**config.mk**
```make
export PLATFORM = sky130hd
export DESIGN_NAME = metaball_pixel_generator_core
export DESIGN_NICKNAME = d
export VERILOG_FILES = /design/src/rtl/core/mbpg_pkg.sv /design/src/rtl/core/mbpg_div.sv /design/src/rtl/core/mbpg_blob_bank.sv /design/src/rtl/core/metaball_pixel_generator_core.sv
export SDC_FILE = /design/constraint.sdc
export NUM_CORES = 1
export LEC_CHECK = 0
export ABC_AREA = 1
export BUFFER_PORTS_ARGS = -buffer_cell sky130_fd_sc_hd__buf_2
export CORE_UTILIZATION = 40
export DETAILED_ROUTE_END_ITERATION = 6
export GPL_TIMING_DRIVEN = 0
export PLACE_DENSITY = 0.53
export SETUP_SLACK_MARGIN = 0.2
export SYNTH_ARGS = -nofsm -noshare
export SYNTH_HDL_FRONTEND = slang
export SYNTH_HIERARCHICAL = 1
export SYNTH_SLANG_ARGS = --single-unit
```
**constraint.sdc**
```tcl
create_clock -name clk_i -period 9.16 [get_ports clk_i]
set_input_delay 0.916 -clock clk_i [delete_from_list [all_inputs] [get_ports clk_i]]
set_output_delay 0.916 -clock clk_i [all_outputs]
set_load 0.1 [all_outputs]
```
**src/rtl/core/mbpg_pkg.sv**
```systemverilog
// Package for the metaball pixel generator core: widths, defaults, request
// codes, sequencer states and the blob bank command struct.
// No dependencies.
package mbpg_pkg;

  // Register and payload widths
  localparam int unsigned STRENGTH_W = 16;
  localparam int unsigned POS_W      = 9;   // blob position, two's complement
  localparam int unsigned PIX_W      = 7;   // pixel row / column
  localparam int unsigned REQ_W      = 2;
  localparam int unsigned LDIDX_W    = 2;   // blob_index field
  localparam int unsigned START_W    = 8;
  localparam int unsigned CH_W       = 8;   // colour channel
  localparam int unsigned DIST_W     = 9;   // |blob - pixel| on one axis
  localparam int unsigned SQ_W       = 2 * DIST_W;
  localparam int unsigned DEN_W      = SQ_W + 1;
  localparam int unsigned CMP_W      = 12;  // signed compare against frame size

  localparam logic [STRENGTH_W-1:0] STRENGTH_RESET = 16'd6000;
  localparam logic [CH_W-1:0]       CH_MAX         = 8'd255;

  // Defaults for the top level parameters
  localparam int unsigned BLOB_CNT_DEF     = 4;
  localparam int unsigned FRAME_WIDTH_DEF  = 128;
  localparam int unsigned FRAME_HEIGHT_DEF = 128;

  typedef enum logic [REQ_W-1:0] {
    REQ_ADVANCE = 2'd0,
    REQ_RENDER  = 2'd1,
    REQ_LOAD    = 2'd2
  } req_e;

  typedef enum logic [3:0] {
    ST_IDLE,
    ST_ADV,
    ST_LOAD,
    ST_SQX,
    ST_SQY,
    ST_DIVS,
    ST_DIVW,
    ST_FIN
  } state_e;

  typedef enum logic [1:0] {
    BANK_HOLD,
    BANK_ADV,
    BANK_LOAD
  } bank_op_e;

  typedef struct packed {
    bank_op_e          op;
    logic [POS_W-1:0]  ld_x;
    logic [POS_W-1:0]  ld_y;
  } bank_cmd_t;

endpackage

```
**src/rtl/core/mbpg_div.sv**
```systemverilog
// Iterative restoring divider, one quotient bit per cycle.
// Depends on mbpg_pkg.
module mbpg_div (
  input  logic                              clk_i,
  input  logic                              rst_ni,
  input  logic                              start_i,
  input  logic [mbpg_pkg::STRENGTH_W-1:0]   num_i,
  input  logic [mbpg_pkg::DEN_W-1:0]        den_i,
  output logic                              busy_o,
  output logic                              done_o,
  output logic [mbpg_pkg::STRENGTH_W-1:0]   quot_o
);
  import mbpg_pkg::*;

  localparam int unsigned CNT_W = $clog2(STRENGTH_W + 1);

  logic [CNT_W-1:0]      cnt_q, cnt_d;
  logic                  done_q, done_d;
  logic [DEN_W-1:0]      rem_q, rem_d;
  logic [STRENGTH_W-1:0] quo_q, quo_d;
  logic [DEN_W-1:0]      den_q, den_d;
  logic [DEN_W:0]        shifted;
  logic                  fits;

  assign shifted = {rem_q, quo_q[STRENGTH_W-1]};
  assign fits    = shifted >= {1'b0, den_q};

  always_comb begin
    cnt_d  = cnt_q;
    done_d = 1'b0;
    rem_d  = rem_q;
    quo_d  = quo_q;
    den_d  = den_q;
    if (start_i) begin
      cnt_d = CNT_W'(STRENGTH_W);
      rem_d = '0;
      quo_d = num_i;
      den_d = den_i;
    end else if (cnt_q != '0) begin
      cnt_d  = cnt_q - CNT_W'(1);
      done_d = (cnt_q == CNT_W'(1));
      if (fits) begin
        rem_d = DEN_W'(shifted - {1'b0, den_q});
      end else begin
        rem_d = shifted[DEN_W-1:0];
      end
      quo_d = {quo_q[STRENGTH_W-2:0], fits};
    end
  end

  always_ff @(posedge clk_i or negedge rst_ni) begin
    if (!rst_ni) begin
      cnt_q  <= '0;
      done_q <= 1'b0;
    end else begin
      cnt_q  <= cnt_d;
      done_q <= done_d;
    end
  end

  always_ff @(posedge clk_i) begin
    rem_q <= rem_d;
    quo_q <= quo_d;
    den_q <= den_d;
  end

  assign busy_o = cnt_q != '0;
  assign done_o = done_q;
  assign quot_o = quo_q;

endmodule

```
**src/rtl/core/mbpg_blob_bank.sv**
```systemverilog
// Blob state: positions and step directions, one blob advanced or loaded
// per cycle at the selected index. Depends on mbpg_pkg.
module mbpg_blob_bank #(
  parameter int unsigned BLOB_CNT     = mbpg_pkg::BLOB_CNT_DEF,
  parameter int unsigned FRAME_WIDTH  = mbpg_pkg::FRAME_WIDTH_DEF,
  parameter int unsigned FRAME_HEIGHT = mbpg_pkg::FRAME_HEIGHT_DEF,
  parameter int unsigned IDX_W        = (BLOB_CNT > 1) ? $clog2(BLOB_CNT) : 1
) (
  input  logic                          clk_i,
  input  logic                          rst_ni,
  input  mbpg_pkg::bank_cmd_t           cmd_i,
  input  logic [IDX_W-1:0]              idx_i,
  output logic [mbpg_pkg::POS_W-1:0]    pos_x_o,
  output logic [mbpg_pkg::POS_W-1:0]    pos_y_o
);
  import mbpg_pkg::*;

  logic [POS_W-1:0] pos_x_q [BLOB_CNT];
  logic [POS_W-1:0] pos_y_q [BLOB_CNT];
  logic             neg_x_q [BLOB_CNT];
  logic             neg_y_q [BLOB_CNT];

  logic [POS_W-1:0] nx, ny;
  logic             nneg_x, nneg_y;

  // step then bounce on the new position
  always_comb begin
    nx     = neg_x_q[idx_i] ? pos_x_q[idx_i] - POS_W'(1) : pos_x_q[idx_i] + POS_W'(1);
    ny     = neg_y_q[idx_i] ? pos_y_q[idx_i] - POS_W'(1) : pos_y_q[idx_i] + POS_W'(1);
    nneg_x = neg_x_q[idx_i];
    nneg_y = neg_y_q[idx_i];
    if (nx[POS_W-1]) begin
      nneg_x = 1'b0;
    end
    if ($signed({{(CMP_W-POS_W){nx[POS_W-1]}}, nx}) > $signed(CMP_W'(FRAME_WIDTH))) begin
      nneg_x = 1'b1;
    end
    if (ny[POS_W-1]) begin
      nneg_y = 1'b0;
    end
    if ($signed({{(CMP_W-POS_W){ny[POS_W-1]}}, ny}) > $signed(CMP_W'(FRAME_HEIGHT))) begin
      nneg_y = 1'b1;
    end
  end

  always_ff @(posedge clk_i or negedge rst_ni) begin
    if (!rst_ni) begin
      for (int i = 0; i < BLOB_CNT; i++) begin
        pos_x_q[i] <= '0;
        pos_y_q[i] <= '0;
        neg_x_q[i] <= 1'b0;
        neg_y_q[i] <= 1'b0;
      end
    end else begin
      case (cmd_i.op)
        BANK_ADV: begin
          pos_x_q[idx_i] <= nx;
          pos_y_q[idx_i] <= ny;
          neg_x_q[idx_i] <= nneg_x;
          neg_y_q[idx_i] <= nneg_y;
        end
        BANK_LOAD: begin
          pos_x_q[idx_i] <= cmd_i.ld_x;
          pos_y_q[idx_i] <= cmd_i.ld_y;
          neg_x_q[idx_i] <= 1'b0;
          neg_y_q[idx_i] <= 1'b0;
        end
        default: begin
        end
      endcase
    end
  end

  assign pos_x_o = pos_x_q[idx_i];
  assign pos_y_o = pos_y_q[idx_i];

endmodule

```
**src/rtl/core/metaball_pixel_generator_core.sv**
```systemverilog
// Metaball pixel generator core: sequencer, shared squarer, shared divider.
// Render: per blob SQX, SQY, DIVS, then DIVW until the divider's quotient lands;
// after the last blob, FIN presents the pixel; a held pixel stalls FIN.
// Advance: one blob per cycle. Load: LOAD writes the indexed blob if in range.
// One transaction in flight; s_axis_tready_o is high only while idle.
// Async active-low reset: blobs at 0 moving +1, strength 6000, no output.
// Depends on mbpg_pkg, mbpg_blob_bank, mbpg_div.
module metaball_pixel_generator_core #(
  parameter int unsigned BLOB_CNT     = mbpg_pkg::BLOB_CNT_DEF,
  parameter int unsigned FRAME_WIDTH  = mbpg_pkg::FRAME_WIDTH_DEF,
  parameter int unsigned FRAME_HEIGHT = mbpg_pkg::FRAME_HEIGHT_DEF
) (
  input  logic        clk_i,
  input  logic        rst_ni,
  // configuration: blob_strength
  input  logic        cfg_we_i,
  input  logic [15:0] cfg_wdata_i,
  // request stream
  input  logic        s_axis_tvalid_i,
  output logic        s_axis_tready_o,
  // tdata: pixel_x[6:0], pixel_y[13:7], blob_index[15:14], start_x[23:16],
  //        start_y[31:24]
  input  logic [31:0] s_axis_tdata_i,
  // tuser: req_type[1:0]
  input  logic [1:0]  s_axis_tuser_i,
  // pixel stream
  output logic        m_axis_tvalid_o,
  input  logic        m_axis_tready_i,
  // tdata: red[7:0], green[15:8], blue[23:16]
  output logic [23:0] m_axis_tdata_o
);
  import mbpg_pkg::*;

  localparam int unsigned IDX_W = (BLOB_CNT > 1) ? $clog2(BLOB_CNT) : 1;
  localparam int unsigned ACC_W = STRENGTH_W + $clog2(BLOB_CNT + 1) + 1;
  localparam int unsigned BI_W  = 5;  // holds BLOB_CNT up to 16

  // ---------------------------------------------------------------------------
  // Configuration register
  // ---------------------------------------------------------------------------
  logic [STRENGTH_W-1:0] strength_q;

  always_ff @(posedge clk_i or negedge rst_ni) begin
    if (!rst_ni) begin
      strength_q <= STRENGTH_RESET;
    end else if (cfg_we_i) begin
      strength_q <= cfg_wdata_i;
    end
  end

  // ---------------------------------------------------------------------------
  // Input fields
  // ---------------------------------------------------------------------------
  logic [PIX_W-1:0]   in_px, in_py;
  logic [LDIDX_W-1:0] in_bi;
  logic [START_W-1:0] in_sx, in_sy;
  logic [BI_W-1:0]    in_bi_ext;
  logic               s_fire;

  assign in_px     = s_axis_tdata_i[6:0];
  assign in_py     = s_axis_tdata_i[13:7];
  assign in_bi     = s_axis_tdata_i[15:14];
  assign in_sx     = s_axis_tdata_i[23:16];
  assign in_sy     = s_axis_tdata_i[31:24];
  assign in_bi_ext = {{(BI_W-LDIDX_W){1'b0}}, in_bi};
  assign s_fire    = s_axis_tvalid_i && s_axis_tready_o;

  // ---------------------------------------------------------------------------
  // Sequencer state and datapath registers
  // ---------------------------------------------------------------------------
  state_e             state_q, state_d;
  logic [IDX_W-1:0]   cnt_q;
  logic [PIX_W-1:0]   px_q, py_q;
  logic [IDX_W-1:0]   ld_idx_q;
  logic               ld_ok_q;
  logic [START_W-1:0] sx_q, sy_q;
  logic [SQ_W-1:0]    sq_q;
  logic [DEN_W-1:0]   den_q;
  logic [ACC_W-1:0]   acc_q;
  logic               out_valid_q;
  logic [CH_W-1:0]    red_q, green_q, blue_q;

  logic               last_blob;
  logic               out_free;

  // shared units
  bank_cmd_t             bank_cmd;
  logic [IDX_W-1:0]      bank_idx;
  logic [POS_W-1:0]      blob_x, blob_y;
  logic                  div_start, div_busy, div_done;
  logic [STRENGTH_W-1:0] div_quot;

  assign last_blob = cnt_q == IDX_W'(BLOB_CNT - 1);
  assign out_free  = !out_valid_q || m_axis_tready_i;

  // ---------------------------------------------------------------------------
  // Next state
  // ---------------------------------------------------------------------------
  always_comb begin
    state_d = state_q;
    case (state_q)
      ST_IDLE: begin
        if (s_fire) begin
          case (s_axis_tuser_i)
            REQ_ADVANCE: state_d = ST_ADV;
            REQ_RENDER:  state_d = ST_SQX;
            REQ_LOAD:    state_d = ST_LOAD;
            default:     state_d = ST_IDLE;  // unused code: no effect
          endcase
        end
      end
      ST_ADV:  state_d = last_blob ? ST_IDLE : ST_ADV;
      ST_LOAD: state_d = ST_IDLE;
      ST_SQX:  state_d = ST_SQY;
      ST_SQY:  state_d = ST_DIVS;
      ST_DIVS: state_d = ST_DIVW;
      ST_DIVW: begin
        if (div_done) begin
          state_d = last_blob ? ST_FIN : ST_SQX;
        end
      end
      ST_FIN:  state_d = out_free ? ST_IDLE : ST_FIN;
      default: state_d = ST_IDLE;
    endcase
  end

  // ---------------------------------------------------------------------------
  // Control outputs
  // ---------------------------------------------------------------------------
  always_comb begin
    bank_cmd.op   = BANK_HOLD;
    bank_cmd.ld_x = {{(POS_W-START_W){1'b0}}, sx_q};
    bank_cmd.ld_y = {{(POS_W-START_W){1'b0}}, sy_q};
    bank_idx      = cnt_q;
    div_start     = 1'b0;
    case (state_q)
      ST_ADV: bank_cmd.op = BANK_ADV;
      ST_LOAD: begin
        bank_idx = ld_idx_q;
        if (ld_ok_q) begin
          bank_cmd.op = BANK_LOAD;
        end
      end
      ST_DIVS: div_start = 1'b1;
      default: begin
      end
    endcase
  end

  assign s_axis_tready_o = state_q == ST_IDLE;

  // ---------------------------------------------------------------------------
  // Shared squarer: |dx| in SQX, |dy| in SQY
  // ---------------------------------------------------------------------------
  logic signed [POS_W:0] diff_x, diff_y, diff_sel;
  logic [DIST_W-1:0]     mul_a;
  logic [SQ_W-1:0]       prod;

  assign diff_x   = $signed({blob_x[POS_W-1], blob_x}) -
                    $signed({{(POS_W+1-PIX_W){1'b0}}, px_q});
  assign diff_y   = $signed({blob_y[POS_W-1], blob_y}) -
                    $signed({{(POS_W+1-PIX_W){1'b0}}, py_q});
  assign diff_sel = (state_q == ST_SQX) ? diff_x : diff_y;

  always_comb begin
    if (diff_sel[POS_W]) begin
      mul_a = DIST_W'(-diff_sel);
    end else begin
      mul_a = DIST_W'(diff_sel);
    end
  end

  assign prod = {{(SQ_W-DIST_W){1'b0}}, mul_a} * {{(SQ_W-DIST_W){1'b0}}, mul_a};

  // ---------------------------------------------------------------------------
  // Colour with saturation
  // ---------------------------------------------------------------------------
  logic [ACC_W-1:0] sum_r, sum_g, sum_b;

  assign sum_r = acc_q + ACC_W'(py_q);
  assign sum_g = acc_q + ACC_W'(px_q);
  assign sum_b = acc_q + ACC_W'(px_q) + ACC_W'(py_q);

  // ---------------------------------------------------------------------------
  // Registers
  // ---------------------------------------------------------------------------
  always_ff @(posedge clk_i or negedge rst_ni) begin
    if (!rst_ni) begin
      state_q     <= ST_IDLE;
      cnt_q       <= '0;
      out_valid_q <= 1'b0;
    end else begin
      state_q <= state_d;
      if (s_fire) begin
        cnt_q <= '0;
      end else if ((state_q == ST_ADV || (state_q == ST_DIVW && div_done)) && !last_blob) begin
        cnt_q <= cnt_q + IDX_W'(1);
      end
      if (state_q == ST_FIN && out_free) begin
        out_valid_q <= 1'b1;
      end else if (m_axis_tready_i) begin
        out_valid_q <= 1'b0;
      end
    end
  end

  always_ff @(posedge clk_i) begin
    if (s_fire) begin
      px_q     <= in_px;
      py_q     <= in_py;
      sx_q     <= in_sx;
      sy_q     <= in_sy;
      ld_idx_q <= in_bi_ext[IDX_W-1:0];
      ld_ok_q  <= in_bi_ext < BI_W'(BLOB_CNT);
      acc_q    <= ACC_W'(1);
    end
    if (state_q == ST_SQX) begin
      sq_q <= prod;
    end
    if (state_q == ST_SQY) begin
      den_q <= DEN_W'(sq_q) + DEN_W'(prod) + DEN_W'(1);
    end
    if (state_q == ST_DIVW && div_done) begin
      acc_q <= acc_q + ACC_W'(div_quot);
    end
    if (state_q == ST_FIN && out_free) begin
      red_q   <= (sum_r > ACC_W'(CH_MAX)) ? CH_MAX : sum_r[CH_W-1:0];
      green_q <= (sum_g > ACC_W'(CH_MAX)) ? CH_MAX : sum_g[CH_W-1:0];
      blue_q  <= (sum_b > ACC_W'(CH_MAX)) ? CH_MAX : sum_b[CH_W-1:0];
    end
  end

  assign m_axis_tvalid_o = out_valid_q;
  assign m_axis_tdata_o  = {blue_q, green_q, red_q};

  // ---------------------------------------------------------------------------
  // Sub-units
  // ---------------------------------------------------------------------------
  mbpg_blob_bank #(
    .BLOB_CNT     (BLOB_CNT),
    .FRAME_WIDTH  (FRAME_WIDTH),
    .FRAME_HEIGHT (FRAME_HEIGHT),
    .IDX_W        (IDX_W)
  ) u_bank (
    .clk_i   (clk_i),
    .rst_ni  (rst_ni),
    .cmd_i   (bank_cmd),
    .idx_i   (bank_idx),
    .pos_x_o (blob_x),
    .pos_y_o (blob_y)
  );

  mbpg_div u_div (
    .clk_i   (clk_i),
    .rst_ni  (rst_ni),
    .start_i (div_start),
    .num_i   (strength_q),
    .den_i   (den_q),
    .busy_o  (div_busy),
    .done_o  (div_done),
    .quot_o  (div_quot)
  );

  // ---------------------------------------------------------------------------
  // Assertions
  // ---------------------------------------------------------------------------
  // divider is only kicked when it has finished the previous quotient
  assert property (@(posedge clk_i) disable iff (!rst_ni)
    div_start |-> !div_busy)
    else $error("divider started while busy");

  // a quotient only ever lands while the sequencer waits for it
  assert property (@(posedge clk_i) disable iff (!rst_ni)
    div_done |-> state_q == ST_DIVW)
    else $error("divider result outside wait state");

  // a new pixel is only presented after the final colour step
  assert property (@(posedge clk_i) disable iff (!rst_ni)
    $rose(m_axis_tvalid_o) |-> $past(state_q) == ST_FIN)
    else $error("pixel output without render completion");

  // blob counter stays inside the bank
  assert property (@(posedge clk_i) disable iff (!rst_ni)
    cnt_q <= IDX_W'(BLOB_CNT - 1))
    else $error("blob counter out of range");

endmodule
```
Word-level counts from Yosys, hierarchy flattened

Cells that the tools add are included.

Word-level logic and storage cells: 158
Output and inout bits: 26
Bits of input ports: 55
Register bits: 277

Equal/unequal tests: 15
Reduce and logical (&&, ||, !) cells: 18
Add/subtract/negate cells: 16
Multiply operators: 1
Bitwise logic cells: 4
$lt $le $gt $ge: 9
Mux-type cells: 58

Operator list:

| operator                | number |
|---|---|
| $bwmux W36              | 4 |
| $pmux W36 S2            | 2 |
| $mux W9                 | 8 |
| $add A20 B7 Y20         | 3 |
| $gt A20 B8 Y1 const B   | 3 |
| $mux W20                | 2 |
| $bmux W9 S2             | 2 |
| $mux W16                | 2 |
| $pmux W4 S7             | 1 |
| $add A20 B16 Y20        | 1 |
| $ge A20 B19 Y1          | 1 |
| $sub A9 B8 Y10          | 2 |
| $add A18 B18 Y19        | 1 |
| $add A19 B1 Y19 const B | 1 |
| $mux W19                | 1 |
| $sub A19 B19 Y19        | 1 |
| $add A9 B1 Y9 const B   | 2 |
| $demux W9 S2            | 1 |
| $gt A9 B9 Y1 const B    | 2 |
| $mul A9 B9 Y18          | 1 |
| $sub A9 B1 Y9 const B   | 2 |
| $eq A4 B3 Y1 const B    | 4 |
| $pmux W4 S2             | 2 |
| $mux W1                 | 15 |
| other kinds (33)        | 57 |

Longest topological paths before layout

Depth after elaboration: 13
Depth in mapped cells: 58
Gate-level depth less buffers: 55

Modules after synthesis

The synthesis kept the hierarchy.

Modules (own cells, without submodules):

| module                        | cells an instance | area an instance (sq um) | instances | seq. area each (sq um) |
|---|---|---|---|---|
| metaball_pixel_generator_core | 1,371             | 11,567.3                 | 1         | 3,922.5 |
| mbpg_blob_bank                | 607               | 4,685.7                  | 1         | 2,001.9 |
| mbpg_div                      | 522               | 3,831.2                  | 1         | 1,581.5 |

Least setup slack after synthesis

No wires, ideal clock.

Path type: register to register
Start: register state_q[1]
End: register, netlist name den_q[18]
Setup time: 0.259 ns
Arrival: 7.983 ns
Slack: 0.918 ns
Stages on the path, launching flop included: 50
Data required time: 8.901 ns
Path through: dfrtp_1 inv_1 nor3_1 nand2_1 o21ai_0 buf_6 nand2_2 buf_6 o221ai_1 inv_1 fa_1 nand2_2 nand2_2 ha_1 inv_1 nor2_2 nand3_1 nor2_1 [... 14 more ...] fa_1 inv_1 ha_1 a21oi_1 o21ai_0 a21o_1 nand3_1 nand2_1 xor2_1 ha_1 nand2_1 inv_1 a221oi_1 o211ai_1 nand2_1 nand2_1 a21oi_1 o21bai_1

RTL lines:

| element                | RTL line                             | text |
|---|---|---|
| start, declared        | metaball_pixel_generator_core.sv:71  | `state_e state_q, state_d;` |
| start signal, assigned | metaball_pixel_generator_core.sv:193 | `state_q <= state_d;` |

==> impl.org <==
** Layout
- Leaving out filler cells and counting taps, the final layout contains 3353.
- Most used cells in the layout excluding fill and tap cells :: 673 x sky130_fd_sc_hd__nand2_1, 379 x sky130_fd_sc_hd__inv_1, 183 x sky130_fd_sc_hd__nand3_1
- In the final layout, the share of cells above drive strength 1 is 0.167.
- Compared with the post-synthesis result, the final layout area differs by 16.9%.
- Antenna Cells :: 0
- Number of nets in the layout :: 2911
- Leading cell type in the layout, fill and taps excluded :: sky130_fd_sc_hd__nand2_1
- The filler cells instantiated in the layout total 4887.

** Die
- Number of core rows :: 81
- The die is 226 µm wide.
- Starting Density :: 0.408
- Total I/O pin count :: 81
- The die covers 51100 µm².
- Die Y-Extent :: 226 µm
- The region available for standard cell placement spans 49300 µm².

** Route
- The final layout contains routed wiring with a total length of 52400 µm.
- Mean number of vias per cell :: 5.02
- Drt wl/cell :: 15.6 µm
- The count of nets left with antenna violations once routing finished came out at 0.
- Total vias in the final route :: 16.8k
- DRC violation count after routing :: 0
- For this block, the initial DRC count from the detailed router was 1188.
- For this run, the detailed router's first-pass iteration total came to 6.

** STA
- Final Skew :: 0.0347 ns
- Summed negative setup slack over all endpoints :: 0 ns
- Worst hold slack :: 0.283 ns
- Worst Tran Pin Value :: 0.957 ns
- Number of slew-limit violations in the final report :: 0
- Unrepaired setup endpoints after global routing :: no
- In the finished design, the share of the clock period the worst path needs comes to 0.934.
- Crit path time final :: 8.55 ns
- In this run the tightest slew margin relative to its limit is 0.361.
- Peak Freq :: 117 MHz
- Setup violations remaining at the end of the flow were counted as 0.
- Endpoints failing hold :: 0

** Clock tree
- TritonCTS clock tree :: built
- Count of hold buffers inserted by post-cts repair :: 0
- Clk sinks :: 274
- Clock transition at the registers of the reported paths :: 0.06 ns
- Clk Latency, worst-skew pair :: 0.55 ns
- Buffers inserted during clock tree synthesis total 34.
- Number of H-tree levels :: 2
- Buffer cell driving the clock tree root :: sky130_fd_sc_hd__clkbuf_16
- The longest clock path from root to sink contains 3 buffers.

** Synthesis
- Mapped Area :: 20100 µm²
- Part of the Yosys area used for sequential elements :: 0.374
- Commonest register cell after synthesis :: sky130_fd_sc_hd__edfxtp_1
- Number of distinct standard cells referenced by the synthesized netlist :: 65
- For this run, asynchronously set or reset flops after synthesis account for 0.394.
- Yosys warning count :: 6
- Averaged over all synthesized cells, the footprint is 8.03 µm².
- Post-synthesis instance total :: 2500
- In this run, synthesis inferred 147 flip-flops with an integrated enable.
- Number of synthesized register bits :: 274

** Pwr
- Power per unit of standard cell area :: 114 nW/µm²
- Combinational power share :: 0.013
- In this run the static leakage power is 11.3 nW.
- Post-layout total power :: 2.69 mW
- The internal portion of the total power is 2.11 mW.
- IR analysis of the VDD net gives a maximum drop of 0.122 mV.
- Share of total power in the clock network :: 0.501
- Sw Share :: 0.215
- Summed over all nets, the switching power comes to 0.579 mW.
- Sequential share of power :: 0.485

** Placement
- Placed instance count :: 3248
- Count of buffers inserted at the top-level ports :: 79
- Detail Placement HPWL :: 39700 µm
- Routability-driven placement finished with a final weighted congestion of 0.892.

** Setup path
- The cell that appears most often on the critical path is sky130_fd_sc_hd__nand2_1.
- Critical Setup Path Class :: reg2reg
- Data arrival at the endpoint of the critical path :: 8.81 ns
- The slowest stage of the critical path belongs to the cell sky130_fd_sc_hd__fa_1.
- STA classifies the critical path endpoint as a flip-flop.
- In this run the worst path has a maximum fanout of 8.
- Data required time of the worst path :: 9.42 ns
- Longest individual stage delay on the worst path :: 0.55 ns
- Worst setup SP type :: flip-flop

** Global routing
- Entering global routing, the biggest net connects 68 pins.
- The first global-routing pass estimated 84700 µm of wire.
- After global routing the overflow that remains totals 0.
- The number of global-route vias before repair was 16.2k.
- In the global route stage, overall resource usage came out at 0.209.
- Initial antenna violation count :: 1

** Min path
- HP Class :: in2async

** Job
- Max-cap violations :: 0

** Run status
- Result of the run :: finished clean
-- flip-flops by register name (all words and copies together) (netlist names), 4 cells and up --
name,flops
acc_q,20
px_q,7
u_div/rem_q,19
u_div/cnt_q,5
u_bank/neg_x_q,4
strength_q,16
red_q,8
u_div/den_q,19
u_bank/pos_x_q,36
py_q,7
u_bank/neg_y_q,4
sq_q,17
den_q,19
sx_q,8
sy_q,8
green_q,8
u_div/quot_o,16
u_bank/pos_y_q,36
blue_q,8
-- path summary, 6_finish.rpt --
check                           cells after the start        from                  to  slack [ns]
worst min register to register                      0    den_q[0]      u_div/den_q[0]        0.41
worst max register to register                     45  state_q[0]           den_q[18]        0.61
worst min-delay path                                1      rst_ni  u_bank/pos_x_q[22]        0.28
min in group clk_i                                  0    den_q[0]      u_div/den_q[0]        0.41
max in group asynchronous                           2      rst_ni       strength_q[5]        8.13
worst max-delay path                               45  state_q[0]           den_q[18]        0.61
-- cell type report --
type	instances	area (µm²)	share of cell area
timing repair buffer	126	815	0.0347
clock buffer	47	951	0.0405
inverter	409	1560	0.0664
sequential	274	7510	0.320
tap	664	831	0.0354
multi-input combinational	1776	11400	0.484
clock inverter	15	163	0.00693
buffer	42	289	0.0123
-- power groups by stage --
stage | clock network, mW | registers, mW | logic [mW]
floorplan | 0 | 1.33 | 0.00920
global placement | 0 | 1.33 | 0.0339
detailed placement | 0 | 1.33 | 0.0363
CTS | 1.38 | 1.30 | 0.0366
global route | 1.43 | 1.31 | 0.0394
finish | 1.35 | 1.31 | 0.0352
-- cells in the mapped netlist (all sizes together), types with 2 or more instances --
cell type  count  area, µm²
a211oi         2       15.0
a21o           6       45.0
a21oi        106        546
a22oi         21        163
a31oi         14       87.6
buf           21        166
clkbuf        21       78.8
clkinv         2       7.51
dfrtp        101       2530
dfstp          7        184
dfxtp         19        380
edfxtp       147       4410
fa            45        901
ha           148       1850
inv          407       1540
mux2          16        180
nand2        736       2920
nand3        202       1100
nand3b        28        210
nand4         34        234
nor2         146        693
nor3          20        120
nor4           3       33.8
o211ai         9       72.6
o21a           9       67.6
o21ai        116        622
o21bai         3       22.5
o221ai         6       52.6
o22ai          8       50.1
o31ai          9       67.6
or2           14       90.1
xnor2         21        184
xor2          47        419
-- logic make-up (layout without fill, tap and decap cells) --
group / count (synthesis) / count (layout) / synth area share
AND/OR/NAND/NOR: 1185 / 1185 / 0.270
adder cells (fa/ha/maj): 193 / 193 / 0.137
flip-flops: 274 / 274 / 0.374
multiplexers: 16 / 16 / 0.00897
buffers and inverters: 451 / 639 / 0.0890
other: 1 / 2 / 0.000187
XOR/XNOR: 68 / 68 / 0.0300
AO/OA/AOI/OAI: 312 / 312 / 0.0914
-- per-layer routing --
metal / track usage / up-vias / share of wire
li1: - / 8493 / -
met1: 0.282 / 7925 / 0.47
met2: 0.351 / 334 / 0.46
met3: 0.0294 / 67 / 0.041
met4: 0.0545 / 0 / 0.021
met5: 0 / - / 0
-- critical path, delay by kind of cell (launching register included) --
family                   cells  cell delay (ns)
flip-flops                   1             0.45
adder cells (fa/ha/maj)      7             2.73
AND/OR/NAND/NOR             14             1.54
AO/OA/AOI/OAI               12             1.98
XOR/XNOR                     2             0.48
buffers and inverters       10             1.11
-- stage by stage --
stage	setup WS [ns]	cell area, µm²	utilization
after floorplan	0.918	20100	-
after global placement	-1.08	21300	0.433
after detailed placement	-1.28	21400	0.434
after CTS	0.216	22800	0.463
after global routing	0.133	23500	0.477
final	0.606	23500	0.477
-- what timing repair did --
action / CTS / global route
setup buffers: 10 / 31
resized for setup: 39 / 79
setup endpoints to repair: 18 / 9
cloned: 1 / 0
pin swaps: 7 / 35
Power figures use the tool's default switching activity.
